## src/rtl/core/ept_pkg.sv

```systemverilog
// Shared types and constants for the evolving permutation table.
`timescale 1ns / 1ps

package ept_pkg;

	localparam int CMD_W   = 3;
	localparam int IDX_W   = 6;
	localparam int STEP_W  = 6;
	localparam int INV_W   = 11;
	localparam int LS_W    = 7;
	localparam int CMP_W   = 8;

	localparam logic [LS_W-1:0] LIST_SIZE_RESET = 7'd64;

	// Item kinds.
	typedef enum logic [CMD_W-1:0] {
		CMD_LOAD    = 3'd0,
		CMD_COMPARE = 3'd1,
		CMD_ASWAP   = 3'd2,
		CMD_TSWAP   = 3'd3,
		CMD_HOT     = 3'd4,
		CMD_COUNT   = 3'd5
	} cmd_t;

	// Commands from the controller to the datapath.
	typedef enum logic [2:0] {
		OP_IDLE,
		OP_LOAD,
		OP_READ,
		OP_WR1,
		OP_WR2,
		OP_COUNT
	} dp_op_t;

	// Status from the datapath to the controller.
	typedef struct packed {
		logic [CMD_W-1:0] cmd;
		logic             ab_ok;
		logic             step_go;
		logic             cnt_done;
	} dp_status_t;

endpackage

```

## src/rtl/core/ept_if.sv

```systemverilog
// Valid/ready channel interfaces for items and results.
`timescale 1ns / 1ps

interface ept_in_if import ept_pkg::*; ();
	logic              valid;
	logic              ready;
	logic [CMD_W-1:0]  cmd;
	logic [IDX_W-1:0]  index_a;
	logic [IDX_W-1:0]  index_b;
	logic              move_up;
	logic [STEP_W-1:0] steps;

	modport source (output valid, cmd, index_a, index_b, move_up, steps, input ready);
	modport sink (input valid, cmd, index_a, index_b, move_up, steps, output ready);
endinterface

interface ept_out_if import ept_pkg::*; ();
	logic             valid;
	logic             ready;
	logic             before_res;
	logic             bad_swap;
	logic [IDX_W-1:0] final_position;
	logic [INV_W-1:0] inversions;

	modport source (output valid, before_res, bad_swap, final_position, inversions,
		input ready);
	modport sink (input valid, before_res, bad_swap, final_position, inversions,
		output ready);
endinterface

```

## src/rtl/core/ept_ctrl.sv

```systemverilog
// Controller state machine that sequences each item through the datapath.
`timescale 1ns / 1ps

module ept_ctrl import ept_pkg::*; (
	input  logic       clk,
	input  logic       arst_n,
	input  logic       in_valid,
	input  logic       out_free,
	input  dp_status_t status,
	output logic       in_ready,
	output dp_op_t     op,
	output logic       done
);

	typedef enum logic [6:0] {
		ST_IDLE = 7'b0000001,
		ST_DISP = 7'b0000010,
		ST_READ = 7'b0000100,
		ST_WR1  = 7'b0001000,
		ST_WR2  = 7'b0010000,
		ST_CNT  = 7'b0100000,
		ST_DONE = 7'b1000000
	} ctrl_state_t;

	ctrl_state_t state_q;
	ctrl_state_t state_d;

	always_ff @(posedge clk or negedge arst_n) begin
		if (!arst_n) begin
			state_q <= ST_IDLE;
		end else begin
			state_q <= state_d;
		end
	end

	always_comb begin
		state_d  = state_q;
		op       = OP_IDLE;
		done     = 1'b0;
		in_ready = 1'b0;
		unique case (state_q)
			ST_IDLE: begin
				in_ready = 1'b1;
				if (in_valid) begin
					op      = OP_LOAD;
					state_d = ST_DISP;
				end
			end
			ST_DISP: begin
				unique case (status.cmd)
					CMD_LOAD:    state_d = status.ab_ok ? ST_WR1 : ST_DONE;
					CMD_COMPARE: state_d = ST_READ;
					CMD_ASWAP:   state_d = status.ab_ok ? ST_READ : ST_DONE;
					CMD_TSWAP,
					CMD_HOT:     state_d = status.step_go ? ST_READ : ST_DONE;
					CMD_COUNT:   state_d = ST_CNT;
					default:     state_d = ST_DONE;
				endcase
			end
			ST_READ: begin
				op      = OP_READ;
				state_d = (status.cmd == CMD_COMPARE) ? ST_DONE : ST_WR1;
			end
			ST_WR1: begin
				op      = OP_WR1;
				state_d = (status.cmd == CMD_LOAD) ? ST_DONE : ST_WR2;
			end
			ST_WR2: begin
				op      = OP_WR2;
				state_d = (status.cmd == CMD_ASWAP) ? ST_DONE : ST_DISP;
			end
			ST_CNT: begin
				op = OP_COUNT;
				if (status.cnt_done) begin
					state_d = ST_DONE;
				end
			end
			ST_DONE: begin
				if (out_free) begin
					done    = 1'b1;
					state_d = ST_IDLE;
				end
			end
			default: state_d = ST_IDLE;
		endcase
	end

endmodule

```

## src/rtl/core/ept_dp.sv

```systemverilog
// Datapath: the two permutation memories, item registers, walk counters and result logic.
`timescale 1ns / 1ps

module ept_dp import ept_pkg::*; #(
	parameter int MAX_ITEMS = 64
) (
	input  logic              clk,
	input  logic              arst_n,
	input  dp_op_t            op,
	input  logic [CMD_W-1:0]  cmd,
	input  logic [IDX_W-1:0]  index_a,
	input  logic [IDX_W-1:0]  index_b,
	input  logic              move_up,
	input  logic [STEP_W-1:0] steps,
	input  logic [LS_W-1:0]   list_size,
	output dp_status_t        status,
	output logic              before_res,
	output logic              bad_swap,
	output logic [IDX_W-1:0]  final_position,
	output logic [INV_W-1:0]  inversions
);

	localparam int N_MAX = (MAX_ITEMS < 127) ? MAX_ITEMS : 127;
	localparam int AW    = $clog2(N_MAX);
	localparam int NW    = $clog2(N_MAX + 1);
	localparam int CW    = NW + 1;

	logic [AW-1:0] tp_mem [N_MAX];
	logic [AW-1:0] sa_mem [N_MAX];

	logic [CMD_W-1:0]  cmd_q;
	logic [IDX_W-1:0]  a_raw_q;
	logic [IDX_W-1:0]  b_raw_q;
	logic              up_q;
	logic [STEP_W-1:0] steps_q;
	logic [NW-1:0]     n_q;
	logic              ab_ok_q;
	logic              hot_ok_q;
	logic              bad_q;
	logic [AW-1:0]     h_q;
	logic [CW-1:0]     i_q;
	logic [CW-1:0]     j_q;
	logic              pend_q;
	logic [INV_W-1:0]  inv_q;
	logic [AW-1:0]     tp_rd0_q, tp_rd1_q, sa_rd0_q, sa_rd1_q;

	logic [NW-1:0] n_new;
	logic          a_lt_n, b_lt_n, a1_lt_n;
	logic [AW-1:0] a_idx, b_idx, q_pos;
	logic          pair_ok;
	logic          tp_we, sa_we, tp_re, sa_re;
	logic [AW-1:0] tp_waddr, tp_wdata, sa_waddr, sa_wdata;
	logic [AW-1:0] tp_raddr0, tp_raddr1;

	assign n_new   = (int'(list_size) < N_MAX) ? NW'(list_size) : NW'(N_MAX);
	assign a_lt_n  = CMP_W'(index_a) < CMP_W'(n_new);
	assign b_lt_n  = CMP_W'(index_b) < CMP_W'(n_new);
	assign a1_lt_n = (CMP_W'(index_a) + CMP_W'(1)) < CMP_W'(n_new);

	assign a_idx   = AW'(a_raw_q);
	assign b_idx   = AW'(b_raw_q);
	// Neighbor of the moving element for this swap step.
	assign q_pos   = up_q ? (h_q - AW'(1)) : (h_q + AW'(1));
	assign pair_ok = CMP_W'(j_q) < CMP_W'(n_q);

	assign status.cmd      = cmd_q;
	assign status.ab_ok    = ab_ok_q;
	assign status.step_go  = (steps_q != '0) &&
		(up_q ? (h_q != '0) : ((CMP_W'(h_q) + CMP_W'(1)) < CMP_W'(n_q)));
	assign status.cnt_done = !pair_ok;

	// Item capture and per-item control registers.
	always_ff @(posedge clk) begin
		if (op == OP_LOAD) begin
			cmd_q    <= cmd;
			a_raw_q  <= index_a;
			b_raw_q  <= index_b;
			n_q      <= n_new;
			ab_ok_q  <= a_lt_n && b_lt_n;
			hot_ok_q <= a_lt_n;
			h_q      <= AW'(index_a);
			bad_q    <= 1'b0;
			i_q      <= '0;
			j_q      <= CW'(1);
			inv_q    <= '0;
			if (cmd == CMD_TSWAP) begin
				up_q    <= 1'b0;
				steps_q <= a1_lt_n ? STEP_W'(1) : '0;
			end else begin
				up_q    <= move_up;
				steps_q <= a_lt_n ? steps : '0;
			end
		end else begin
			if (op == OP_WR1 && cmd_q == CMD_TSWAP) begin
				bad_q <= sa_rd0_q < sa_rd1_q;
			end
			if (op == OP_WR2) begin
				h_q     <= q_pos;
				steps_q <= steps_q - STEP_W'(1);
			end
			if (op == OP_COUNT && pair_ok) begin
				if ((j_q + CW'(1)) < CW'(n_q)) begin
					j_q <= j_q + CW'(1);
				end else begin
					i_q <= i_q + CW'(1);
					j_q <= i_q + CW'(2);
				end
			end
			if (pend_q && (tp_rd0_q >= tp_rd1_q)) begin
				inv_q <= inv_q + INV_W'(1);
			end
		end
	end

	// One compare is in flight behind each issued pair read.
	always_ff @(posedge clk or negedge arst_n) begin
		if (!arst_n) begin
			pend_q <= 1'b0;
		end else begin
			pend_q <= (op == OP_COUNT) && pair_ok;
		end
	end

	// Write port selection.
	always_comb begin
		tp_we    = 1'b0;
		sa_we    = 1'b0;
		tp_waddr = a_idx;
		tp_wdata = b_idx;
		sa_waddr = a_idx;
		sa_wdata = b_idx;
		unique case (op)
			OP_WR1: begin
				tp_we = 1'b1;
				sa_we = 1'b1;
				priority if (cmd_q == CMD_LOAD) begin
					sa_waddr = a_idx;
					sa_wdata = b_idx;
					tp_waddr = b_idx;
					tp_wdata = a_idx;
				end else if (cmd_q == CMD_ASWAP) begin
					tp_waddr = a_idx;
					tp_wdata = tp_rd1_q;
					sa_waddr = tp_rd1_q;
					sa_wdata = a_idx;
				end else begin
					sa_waddr = h_q;
					sa_wdata = sa_rd1_q;
					tp_waddr = sa_rd1_q;
					tp_wdata = h_q;
				end
			end
			OP_WR2: begin
				tp_we = 1'b1;
				sa_we = 1'b1;
				if (cmd_q == CMD_ASWAP) begin
					tp_waddr = b_idx;
					tp_wdata = tp_rd0_q;
					sa_waddr = tp_rd0_q;
					sa_wdata = b_idx;
				end else begin
					sa_waddr = q_pos;
					sa_wdata = sa_rd0_q;
					tp_waddr = sa_rd0_q;
					tp_wdata = q_pos;
				end
			end
			default: begin
				tp_we = 1'b0;
				sa_we = 1'b0;
			end
		endcase
	end

	assign tp_re     = (op == OP_READ) || (op == OP_COUNT);
	assign sa_re     = (op == OP_READ);
	assign tp_raddr0 = (op == OP_COUNT) ? AW'(i_q) : a_idx;
	assign tp_raddr1 = (op == OP_COUNT) ? AW'(j_q) : b_idx;

	always_ff @(posedge clk) begin
		if (tp_we) begin
			tp_mem[tp_waddr] <= tp_wdata;
		end
		if (tp_re) begin
			tp_rd0_q <= tp_mem[tp_raddr0];
			tp_rd1_q <= tp_mem[tp_raddr1];
		end
	end

	always_ff @(posedge clk) begin
		if (sa_we) begin
			sa_mem[sa_waddr] <= sa_wdata;
		end
		if (sa_re) begin
			sa_rd0_q <= sa_mem[h_q];
			sa_rd1_q <= sa_mem[q_pos];
		end
	end

	assign before_res     = (cmd_q == CMD_COMPARE) && ab_ok_q && (tp_rd0_q < tp_rd1_q);
	assign bad_swap       = (cmd_q == CMD_TSWAP) && bad_q;
	assign final_position = (cmd_q != CMD_HOT) ? '0 :
		(hot_ok_q ? IDX_W'(h_q) : a_raw_q);
	assign inversions     = (cmd_q == CMD_COUNT) ? inv_q : '0;

endmodule

```

## src/rtl/core/evolving_permutation_table.sv

```systemverilog
// Top level of the evolving permutation table: config and result registers, controller, datapath.
`timescale 1ns / 1ps

//  channel   | direction | transfer carries
//  ----------+-----------+--------------------------------------------------
//  items     | in        | cmd, index_a, index_b, move_up, steps
//  results   | out       | before_res, bad_swap, final_position, inversions
//  cfg       | in        | list_size write (cfg_we, cfg_wdata), no read-back
//
//  One item is worked at a time; the controller walks each item through
//  registered reads and writes of the two permutation memories. Compare does
//  one pair read; load writes both memories once and answer swap reads, then
//  writes twice (neither writes when an index is out of range); adjacent swap
//  (one move, none out of range) and hot spot do a read and two writes per
//  move; count compares one answer pair per cycle; unused kinds do nothing.
//  The memories have no reset; list_size resets to 64.
//  A new item is taken while a finished result still waits in the output
//  register; only the hand-off of the next result waits for that transfer.

module evolving_permutation_table import ept_pkg::*; #(
	parameter int MAX_ITEMS = 64
) (
	input  logic            clk,
	input  logic            arst_n,
	input  logic            cfg_we,
	input  logic [LS_W-1:0] cfg_wdata,
	ept_in_if.sink          items,
	ept_out_if.source       results
);

	logic [LS_W-1:0]  list_size_q;
	logic             res_valid_q;
	logic             res_before_q;
	logic             res_bad_q;
	logic [IDX_W-1:0] res_fpos_q;
	logic [INV_W-1:0] res_inv_q;

	dp_op_t           op;
	dp_status_t       status;
	logic             done;
	logic             out_free;
	logic             dp_before;
	logic             dp_bad;
	logic [IDX_W-1:0] dp_fpos;
	logic [INV_W-1:0] dp_inv;

	// The working size is list_size, limited by MAX_ITEMS (and at most 127) inside the datapath.
	always_ff @(posedge clk or negedge arst_n) begin
		if (!arst_n) begin
			list_size_q <= LIST_SIZE_RESET;
		end else if (cfg_we) begin
			list_size_q <= cfg_wdata;
		end
	end

	// The output register is free when empty or when its result leaves this cycle.
	assign out_free = !res_valid_q || results.ready;

	ept_ctrl u_ctrl (
		.clk      (clk),
		.arst_n   (arst_n),
		.in_valid (items.valid),
		.out_free (out_free),
		.status   (status),
		.in_ready (items.ready),
		.op       (op),
		.done     (done)
	);

	ept_dp #(
		.MAX_ITEMS (MAX_ITEMS)
	) u_dp (
		.clk            (clk),
		.arst_n         (arst_n),
		.op             (op),
		.cmd            (items.cmd),
		.index_a        (items.index_a),
		.index_b        (items.index_b),
		.move_up        (items.move_up),
		.steps          (items.steps),
		.list_size      (list_size_q),
		.status         (status),
		.before_res     (dp_before),
		.bad_swap       (dp_bad),
		.final_position (dp_fpos),
		.inversions     (dp_inv)
	);

	always_ff @(posedge clk or negedge arst_n) begin
		if (!arst_n) begin
			res_valid_q <= 1'b0;
		end else if (done) begin
			res_valid_q <= 1'b1;
		end else if (results.ready) begin
			res_valid_q <= 1'b0;
		end
	end

	// Result payload needs no reset; it is only looked at under valid.
	always_ff @(posedge clk) begin
		if (done) begin
			res_before_q <= dp_before;
			res_bad_q    <= dp_bad;
			res_fpos_q   <= dp_fpos;
			res_inv_q    <= dp_inv;
		end
	end

	assign results.valid          = res_valid_q;
	assign results.before_res     = res_before_q;
	assign results.bad_swap       = res_bad_q;
	assign results.final_position = res_fpos_q;
	assign results.inversions     = res_inv_q;

	// A finished item never overwrites a result that has not been taken.
	a_no_overwrite: assert property (@(posedge clk) disable iff (!arst_n)
		done |-> (!res_valid_q || results.ready))
		else $error("result register overwritten before transfer");

	// After an item transfer the block is busy in the next cycle.
	a_one_item: assert property (@(posedge clk) disable iff (!arst_n)
		(items.valid && items.ready) |=> !items.ready)
		else $error("item accepted while the previous one is in work");

	// A pending result only clears through a transfer.
	a_result_leaves: assert property (@(posedge clk) disable iff (!arst_n)
		$fell(res_valid_q) |-> $past(results.ready))
		else $error("result dropped without a transfer");

	// Completion is only signaled from an idle datapath cycle.
	a_done_quiet: assert property (@(posedge clk) disable iff (!arst_n)
		done |-> (op == OP_IDLE))
		else $error("completion while a memory operation is issued");

endmodule
```

## src/flat_wrapper.sv

```systemverilog
// flat-port wrapper written by rule: the top's interface ports become plain ports
module evolving_permutation_table_flat import ept_pkg::*;
#(
	parameter int MAX_ITEMS = 64
)
  (clk, arst_n, cfg_we, cfg_wdata, items_valid, items_cmd, items_index_a, items_index_b, items_move_up, items_steps, items_ready, results_valid, results_before_res, results_bad_swap, results_final_position, results_inversions, results_ready);
  ept_in_if items_i ();
  ept_out_if results_i ();
  input  logic clk;
  input  logic arst_n;
  input  logic cfg_we;
  input  logic [LS_W-1:0] cfg_wdata;
  input wire logic [$bits(items_i.valid)-1:0] items_valid;
  input wire logic [$bits(items_i.cmd)-1:0] items_cmd;
  input wire logic [$bits(items_i.index_a)-1:0] items_index_a;
  input wire logic [$bits(items_i.index_b)-1:0] items_index_b;
  input wire logic [$bits(items_i.move_up)-1:0] items_move_up;
  input wire logic [$bits(items_i.steps)-1:0] items_steps;
  output wire logic [$bits(items_i.ready)-1:0] items_ready;
  output wire logic [$bits(results_i.valid)-1:0] results_valid;
  output wire logic [$bits(results_i.before_res)-1:0] results_before_res;
  output wire logic [$bits(results_i.bad_swap)-1:0] results_bad_swap;
  output wire logic [$bits(results_i.final_position)-1:0] results_final_position;
  output wire logic [$bits(results_i.inversions)-1:0] results_inversions;
  input wire logic [$bits(results_i.ready)-1:0] results_ready;
  assign items_i.valid = items_valid;
  assign items_i.cmd = items_cmd;
  assign items_i.index_a = items_index_a;
  assign items_i.index_b = items_index_b;
  assign items_i.move_up = items_move_up;
  assign items_i.steps = items_steps;
  assign items_ready = items_i.ready;
  assign results_valid = results_i.valid;
  assign results_before_res = results_i.before_res;
  assign results_bad_swap = results_i.bad_swap;
  assign results_final_position = results_i.final_position;
  assign results_inversions = results_i.inversions;
  assign results_i.ready = results_ready;
  evolving_permutation_table #(.MAX_ITEMS(MAX_ITEMS)) u_core (.clk(clk), .arst_n(arst_n), .cfg_we(cfg_we), .cfg_wdata(cfg_wdata), .items(items_i), .results(results_i));
endmodule
```

## config.mk

```make
export PLATFORM = sky130hd
export DESIGN_NAME = evolving_permutation_table_flat
export DESIGN_NICKNAME = d
export VERILOG_FILES = /design/src/rtl/core/ept_pkg.sv /design/src/rtl/core/ept_if.sv /design/src/rtl/core/ept_ctrl.sv /design/src/rtl/core/ept_dp.sv /design/src/rtl/core/evolving_permutation_table.sv /design/src/flat_wrapper.sv
export SDC_FILE = /design/constraint.sdc
export NUM_CORES = 2
export LEC_CHECK = 0
export BUFFER_PORTS_ARGS = -buffer_cell sky130_fd_sc_hd__buf_2
export CORE_ASPECT_RATIO = 0.8
export CORE_MARGIN = 1
export CORE_UTILIZATION = 30
export CTS_BUF_LIST = sky130_fd_sc_hd__clkbuf_8
export DETAILED_ROUTE_END_ITERATION = 7
export PLACE_DENSITY = 0.5
export SLEW_MARGIN = 10
export SYNTH_ARGS = -nofsm -noshare
export SYNTH_HDL_FRONTEND = slang
export SYNTH_HIERARCHICAL = 1
export SYNTH_SLANG_ARGS = --single-unit
```

## constraint.sdc

```tcl
create_clock -name clk -period 10.42 [get_ports clk]
set_clock_uncertainty 0.05 [all_clocks]
set_input_delay 0.521 -clock clk [delete_from_list [all_inputs] [get_ports clk]]
set_output_delay 0.521 -clock clk [all_outputs]
set_load 0.02 [all_outputs]
```

### After elaboration in Yosys (flattened, before gate mapping)

Memories as Yosys holds them, arrays and structs flattened. A register that Yosys moved wholly into a read port is not among the register bits.
Cells that the tools add are included.

| cells by class | value |
|---|---|
| $add $sub $neg | 9 |
| multipliers | 0 |
| div/mod/pow operators | 0 |
| magnitude comparators | 10 |
| equality and inequality tests | 22 |
| shift operators | 0 |
| muxes and demuxes | 45 |
| bitwise gates (word level) | 1 |
| reductions and logical operators | 20 |

Operators with widths:

| kind | count |
|---|---|
| $mux W6 | 16 |
| $mux W7 | 10 |
| $pmux W7 S7 | 1 |
| $pmux W6 S2 | 4 |
| $pmux W7 S5 | 1 |
| $add A8 B1 Y8 const B | 2 |
| $lt A8 B7 Y1 | 2 |
| $eq A3 B2 Y1 const B | 5 |
| $pmux W3 S5 | 1 |
| $add A6 B1 Y7 const B | 2 |
| $lt A6 B7 Y1 | 2 |
| $lt A7 B7 Y1 | 2 |
| $eq A3 B3 Y1 const B | 4 |
| $lt A6 B6 Y1 | 2 |
| $reduce_bool A6 Y1 | 2 |
| $sub A6 B1 Y6 const B | 2 |
| $add A11 B1 Y11 const B | 1 |
| $mux W1 | 11 |
| $add A8 B2 Y8 const B | 1 |
| $logic_and A1 B1 Y1 | 8 |
| $mux W8 | 1 |
| $eq A7 B1 Y1 const B | 1 |
| $eq A7 B2 Y1 const B | 1 |
| $eq A7 B3 Y1 const B | 1 |
| 19 further kinds | 24 |

| word-level totals | value |
|---|---|
| register bits | 100 |
| bits in latches | 0 |
| RAM bits | 768 |
| ROM bits | 0 |
| word-level logic and storage cells | 130 |
| memories kept | 2 |

Memories:

| memory | depth | width | read ports | clocked after Yosys merged registers in | write ports | RTL line | text |
|---|---|---|---|---|---|---|---|
| u_core.u_dp.sa_mem | 64 | 6 | 2 | 2 | 1 | ept_dp.sv:29 | `logic [AW-1:0] sa_mem [N_MAX];` |
| u_core.u_dp.tp_mem | 64 | 6 | 2 | 2 | 1 | ept_dp.sv:28 | `logic [AW-1:0] tp_mem [N_MAX];` |

### Logic depth before layout (Yosys ltp)

| depth | value |
|---|---|
| depth in word-level cells | 7 |
| depth in mapped cells | 16 |
| mapped depth without buffers | 14 |

### Cells and area by module

Netlist, hierarchy kept.

By module, submodules not included:

| module | times used | cells an instance | area an instance (µm²) |
|---|---|---|---|
| ept_dp | 1 | 3188 | 45419.8 |
| evolving_permutation_table | 1 | 37 | 900.9 |
| ept_ctrl | 1 | 66 | 559.3 |

### Worst setup path after synthesis

Ideal clock, no wire load.

| timing | value |
|---|---|
| kind | register -> register |
| start point | reg u_core.u_ctrl.state_q[2] |
| end point | mem u_core/u_dp/tp_mem[0][5] (netlist bit), data pin |
| arrival time | 6.142 ns |
| data required time | 9.362 ns |
| path slack | 3.220 ns |
| cell stages (with the launch flop) | 9 |
| cell sequence | dfrtp_1 > or3_1 > nor3_1 > nand3b_1 > nand2_1 > or3b_1 > buf_2 > buf_4 > o311ai_0 |

| on the way | value |
|---|---|
| cells in the longest elaborated chain, start to end | 4 |
| elaborated cells on any way between the ends | 9 |
| classes of those cells | eq/ne: 7; mux: 2 |

Ends and longest elaborated chain:

| element | RTL line | text |
|---|---|---|
| start, declared | ept_ctrl.sv:25 | `ctrl_state_t state_q;` |
| start signal, assigned | ept_ctrl.sv:32 | `state_q <= state_d;` |
| $eq A7 B6 Y1 (tied with other cells) | ept_ctrl.sv:41 | `unique case (state_q)` |
| $pmux W3 S5 * | ept_ctrl.sv:41 |  |
| via u_core.op[2] | evolving_permutation_table.sv:38 | `dp_op_t op;` |
| $eq A3 B3 Y1 or $eq A3 B2 Y1 (tied branches) | ept_dp.sv:132 | `unique case (op)` |
| $pmux W6 S2 * | ept_dp.sv:132 |  |
| via u_core.u_dp.tp_wdata[5] | ept_dp.sv:52 | `logic [AW-1:0] tp_waddr, tp_wdata, sa_waddr, sa_wdata;` |
| end, declared | ept_dp.sv:28 |  |

The timed path passes the listed nets; every way through them passes the cells marked *.

### Worst setup path in the final report

| timing | value |
|---|---|
| start point | reg u_core.u_ctrl.state_q[2] |
| end point | mem u_core/u_dp/tp_mem[19][4] (netlist bit) (enable) |

| on the way | value |
|---|---|
| cells in the longest elaborated chain, start to end | 7 |
| elaborated cells on any way between the ends | 13 |
| classes of those cells | eq/ne: 7; mux: 5; reduce/logical: 1 |

Ends and longest elaborated chain:

| element | RTL line | text |
|---|---|---|
| $eq A7 B6 Y1 (tied with other cells) | ept_ctrl.sv:41 |  |
| $pmux W3 S5 * | ept_ctrl.sv:41 |  |
| via u_core.op[0] | evolving_permutation_table.sv:38 |  |
| $eq A3 B2 Y1 or $eq A3 B3 Y1 (tied branches) | ept_dp.sv:132 |  |
| $reduce_or A2 Y1 (no line) | - |  |
| $mux W1 | ept_dp.sv:132 |  |
| $mux W1 | ept_dp.sv:181 | `if (tp_we) begin` |
| $mux W1 (implied by the code) | ept_dp.sv:182 | `tp_mem[tp_waddr] <= tp_wdata;` |

Marked as above.

==> results.py <==
metrics = {
    "outcome": {
        "status": "finished clean",
    },
    "synth": {
        "synth_ff_type": "edfxtp_1",
        "ys.warnings.count": 6,
        "synth-edff-count": 848,
        "synthArstFlopShare_pct": 1.79,
        "ys_top_cells_by_area": "edfxtp_1 54%, mux4_2 12%, mux2i_1 8.9%, a211oi_1 3.7%, nand2_1 2.3%",
        "syn_avg_cell_area_um2": 14.2,
        "synth_nets": 3383,
        "synth_top_area_share_pct": 54.3,
        "yosysUniqueCellTypes": 95,
        "ys_ff_latch": 892,
        "netlist_area_um2": 46900,
        "synthCells": 3291,
        "yosysSeqAreaShare_pct": 56.4,
        "yosysTopAreaCell": "edfxtp_1",
    },
    "drt": {
        "wl_per_cell_um": 26.6,
        "first_iter_violations": 3696,
        "firstDrtPassIters": 6,
        "vias": 30700,
        "drt-total-wl_um": 147000,
        "post-route-drc-count": 0,
        "routed_via_density": 5.56,
        "ant_nets": 0,
    },
    "cts": {
        "htreeDepth": 4,
        "cts_buffer_depth": 3,
        "cts.sinks": 892,
        "cts_tree": "yes",
        "cts_resized": 0,
        "cts_made_buffers": 157,
        "clkLatencyLatePin_ps": 890,
        "clk_pin_slew_ps": 60,
        "clockRootBuffer": "clkbuf_8",
    },
    "sta": {
        "finalHoldViolations": 0,
        "tns_ps": 0,
        "worst_slew_pin_slew_ps": 1200,
        "max_freq_ghz": 0.170,
        "period_needed_ps": 5900,
        "fin_crit_sh_pct": 56.6,
        "finalSetupViolCount": 0,
        "rsz0062_at_grt": "false",
        "timing.slew.headroom_pct": 19.2,
        "slew_violations": 0,
    },
    "power": {
        "p_per_area_nw_per_um2": 262,
        "leakage_nw": 18.6,
        "vdd_drop_max_mv": 0.330,
    },
    "floorplan": {
        "initial_core_util_pct": 30.3,
        "core_um2": 155000,
        "row_count": 129,
        "dieWidth_um": 444,
        "ioPinCount": 55,
        "die_area_um2": 158000,
        "chipHeight_um": 356,
    },
    "critical_path": {
        "r2r_cells": 10,
        "path_max_fanout": 15,
        "cp.required_ps": 10850,
        "crit_path_end_kind": "register",
        "crit_type": "reg -> reg",
        "startpoint_type": "register",
        "r2r_start": "u_core/u_ctrl/state_q[2]",
        "crit_start": "u_core/u_ctrl/state_q[2]",
        "crit_arrival_ps": 6320,
    },
    "finish": {
        "nets": 3457,
        "ff_latch_area_um2": 26400,
        "final_common_cell": "edfxtp_1",
        "area_growth_pct": 11.8,
        "final_util_pct": 33.9,
        "layout-drive-gt1-share_pct": 19.3,
        "layout_common_cells": "848 x edfxtp_1, 417 x mux2i_1, 286 x nand2_1",
        "multi_input_area_um2": 18900,
        "fillers": 15000,
        "stdcell_count": 5524,
        "fin_area_um2": 52400,
    },
    "place": {
        "postPlaceCellArea_um2": 49100,
        "io_buffers": 54,
        "hpwlAfterDp_um": 92800,
        "placed_cells": 5196,
        "place_congestion": 0.851,
    },
    "grt": {
        "use_met1_pct": 27.1,
        "antenna_found_initial": 4,
        "use_met3_pct": 4.17,
        "grt_pass1_vias": 29700,
        "use_met2_pct": 26.6,
        "grt_pass1_wl_um": 213000,
        "grt-ovfl-total": 0,
        "grt_start_max_net_pins": 142,
        "grt_util_all_layers_pct": 18.3,
        "top_usage_layer": "met1",
    },
    "job": {
        "timing.max_cap.violations": 0,
    },
    "worst_hold_path": {
        "hp-class": "in -> async",
    },
}
per-layer routing:
layer | vias to the layer above | part of all wire (%)
li1 | 13300 | -
met1 | 15900 | 47
met2 | 1337 | 43
met3 | 213 | 8.3
met4 | 0 | 1.9
met5 | - | 0
metrics by stage:
stage                     worst slack [ps]  power (mW)  hold WS (ps)
final                                 4520        13.8           129
after global routing                  4400        14.3           103
after CTS                             4750        13.8          50.0
after detailed placement              4780        10.7           404
after global placement                4750        10.7           390
after floorplan                       3220        8.61           175
flip-flops by register name, indices dropped and copies added (netlist names), 3 cells and up:
signal,flops
u_core/u_dp/steps_q,6
u_core/u_dp/sa_mem,384
u_core/u_dp/i_q,8
u_core/u_ctrl/state_q,7
u_core/u_dp/inv_q,11
u_core/results.final_position,6
u_core/u_dp/tp_mem,384
u_core/u_dp/sa_rd0_q,6
u_core/u_dp/h_q,6
u_core/u_dp/b_idx,6
u_core/u_dp/n_q,7
u_core/list_size_q,7
u_core/results.inversions,11
u_core/u_dp/sa_rd1_q,6
u_core/u_dp/cmd_q,3
u_core/u_dp/j_q,8
u_core/u_dp/tp_rd1_q,6
u_core/u_dp/tp_rd0_q,6
u_core/u_dp/a_idx,6
kinds of logic (layout without fill, tap and decap cells):
kind of cell / after synthesis / after routing / share of synthesized area [%]
adders and majority gates: 58 / 58 / 1.56
DFF: 892 / 892 / 56.4
other: 0 / 4 / 0
AOI/OAI and AO/OA: 528 / 528 / 8.74
muxes: 713 / 713 / 22.0
and+or+nand+nor: 716 / 716 / 7.09
xor gates and xnor gates: 37 / 37 / 0.707
buffers and inverters: 347 / 546 / 3.49
Yosys cell counts (all sizes together) (30+ instances only):
master  instances
nand3          55
nand2         293
buf           154
nor3           44
mux2i         420
nand2b         30
mux4          246
nor2          167
a21oi          45
clkbuf         94
ha             57
o21ai          42
inv            98
a211oi        231
mux2           47
and3           42
edfxtp        848
worst max-delay path, cell delays in order, from the launching register on:
cell	delay (ps)
dfrtp_1	450
or3_1	450
or4_1	580
nand3_1	280
nand3b_1	680
nand2_2	520
o221ai_4	240
o21ai_0	180
nand2b_1	280
nand2b_1	710
nor2_1	1060
area by class of cell:
cell class	count	area share [%]
inverter	99	0.709
sequential	892	50.4
multi-input combinational	2052	36.1
tap	2030	4.84
antenna	4	0.0191
clock inverter	122	1.34
clock buffer	162	4.25
timing repair buffer	163	2.31
final timing paths:
check                                       endpoint  slack [ps]
min in group clk                u_core/u_dp/cmd_q[2]         350
max                        u_core/u_dp/tp_mem[19][4]        4520
max reg2reg                u_core/u_dp/tp_mem[19][4]        4520
min reg2reg                        u_core/u_dp/bad_q         410
min                         u_core/u_ctrl/state_q[0]         130
max in group asynchronous      u_core/list_size_q[0]        9080
power by group:
group / leakage (nW) / internal, mW / switching [mW]
logic: 8.80 / 2.40 / 3.69
clock network: 1.70 / 1.60 / 1.52
registers: 8.06 / 4.41 / 0.148
total: 18.6 / 8.41 / 5.35
timing repair:
item | in CTS | in global routing
hold buffers | 40 | 0
buffers inserted | 0 | 0
endpoints found under the hold margin | 52 | 0
No activity file was read; power rests on OpenSTA's default activity.
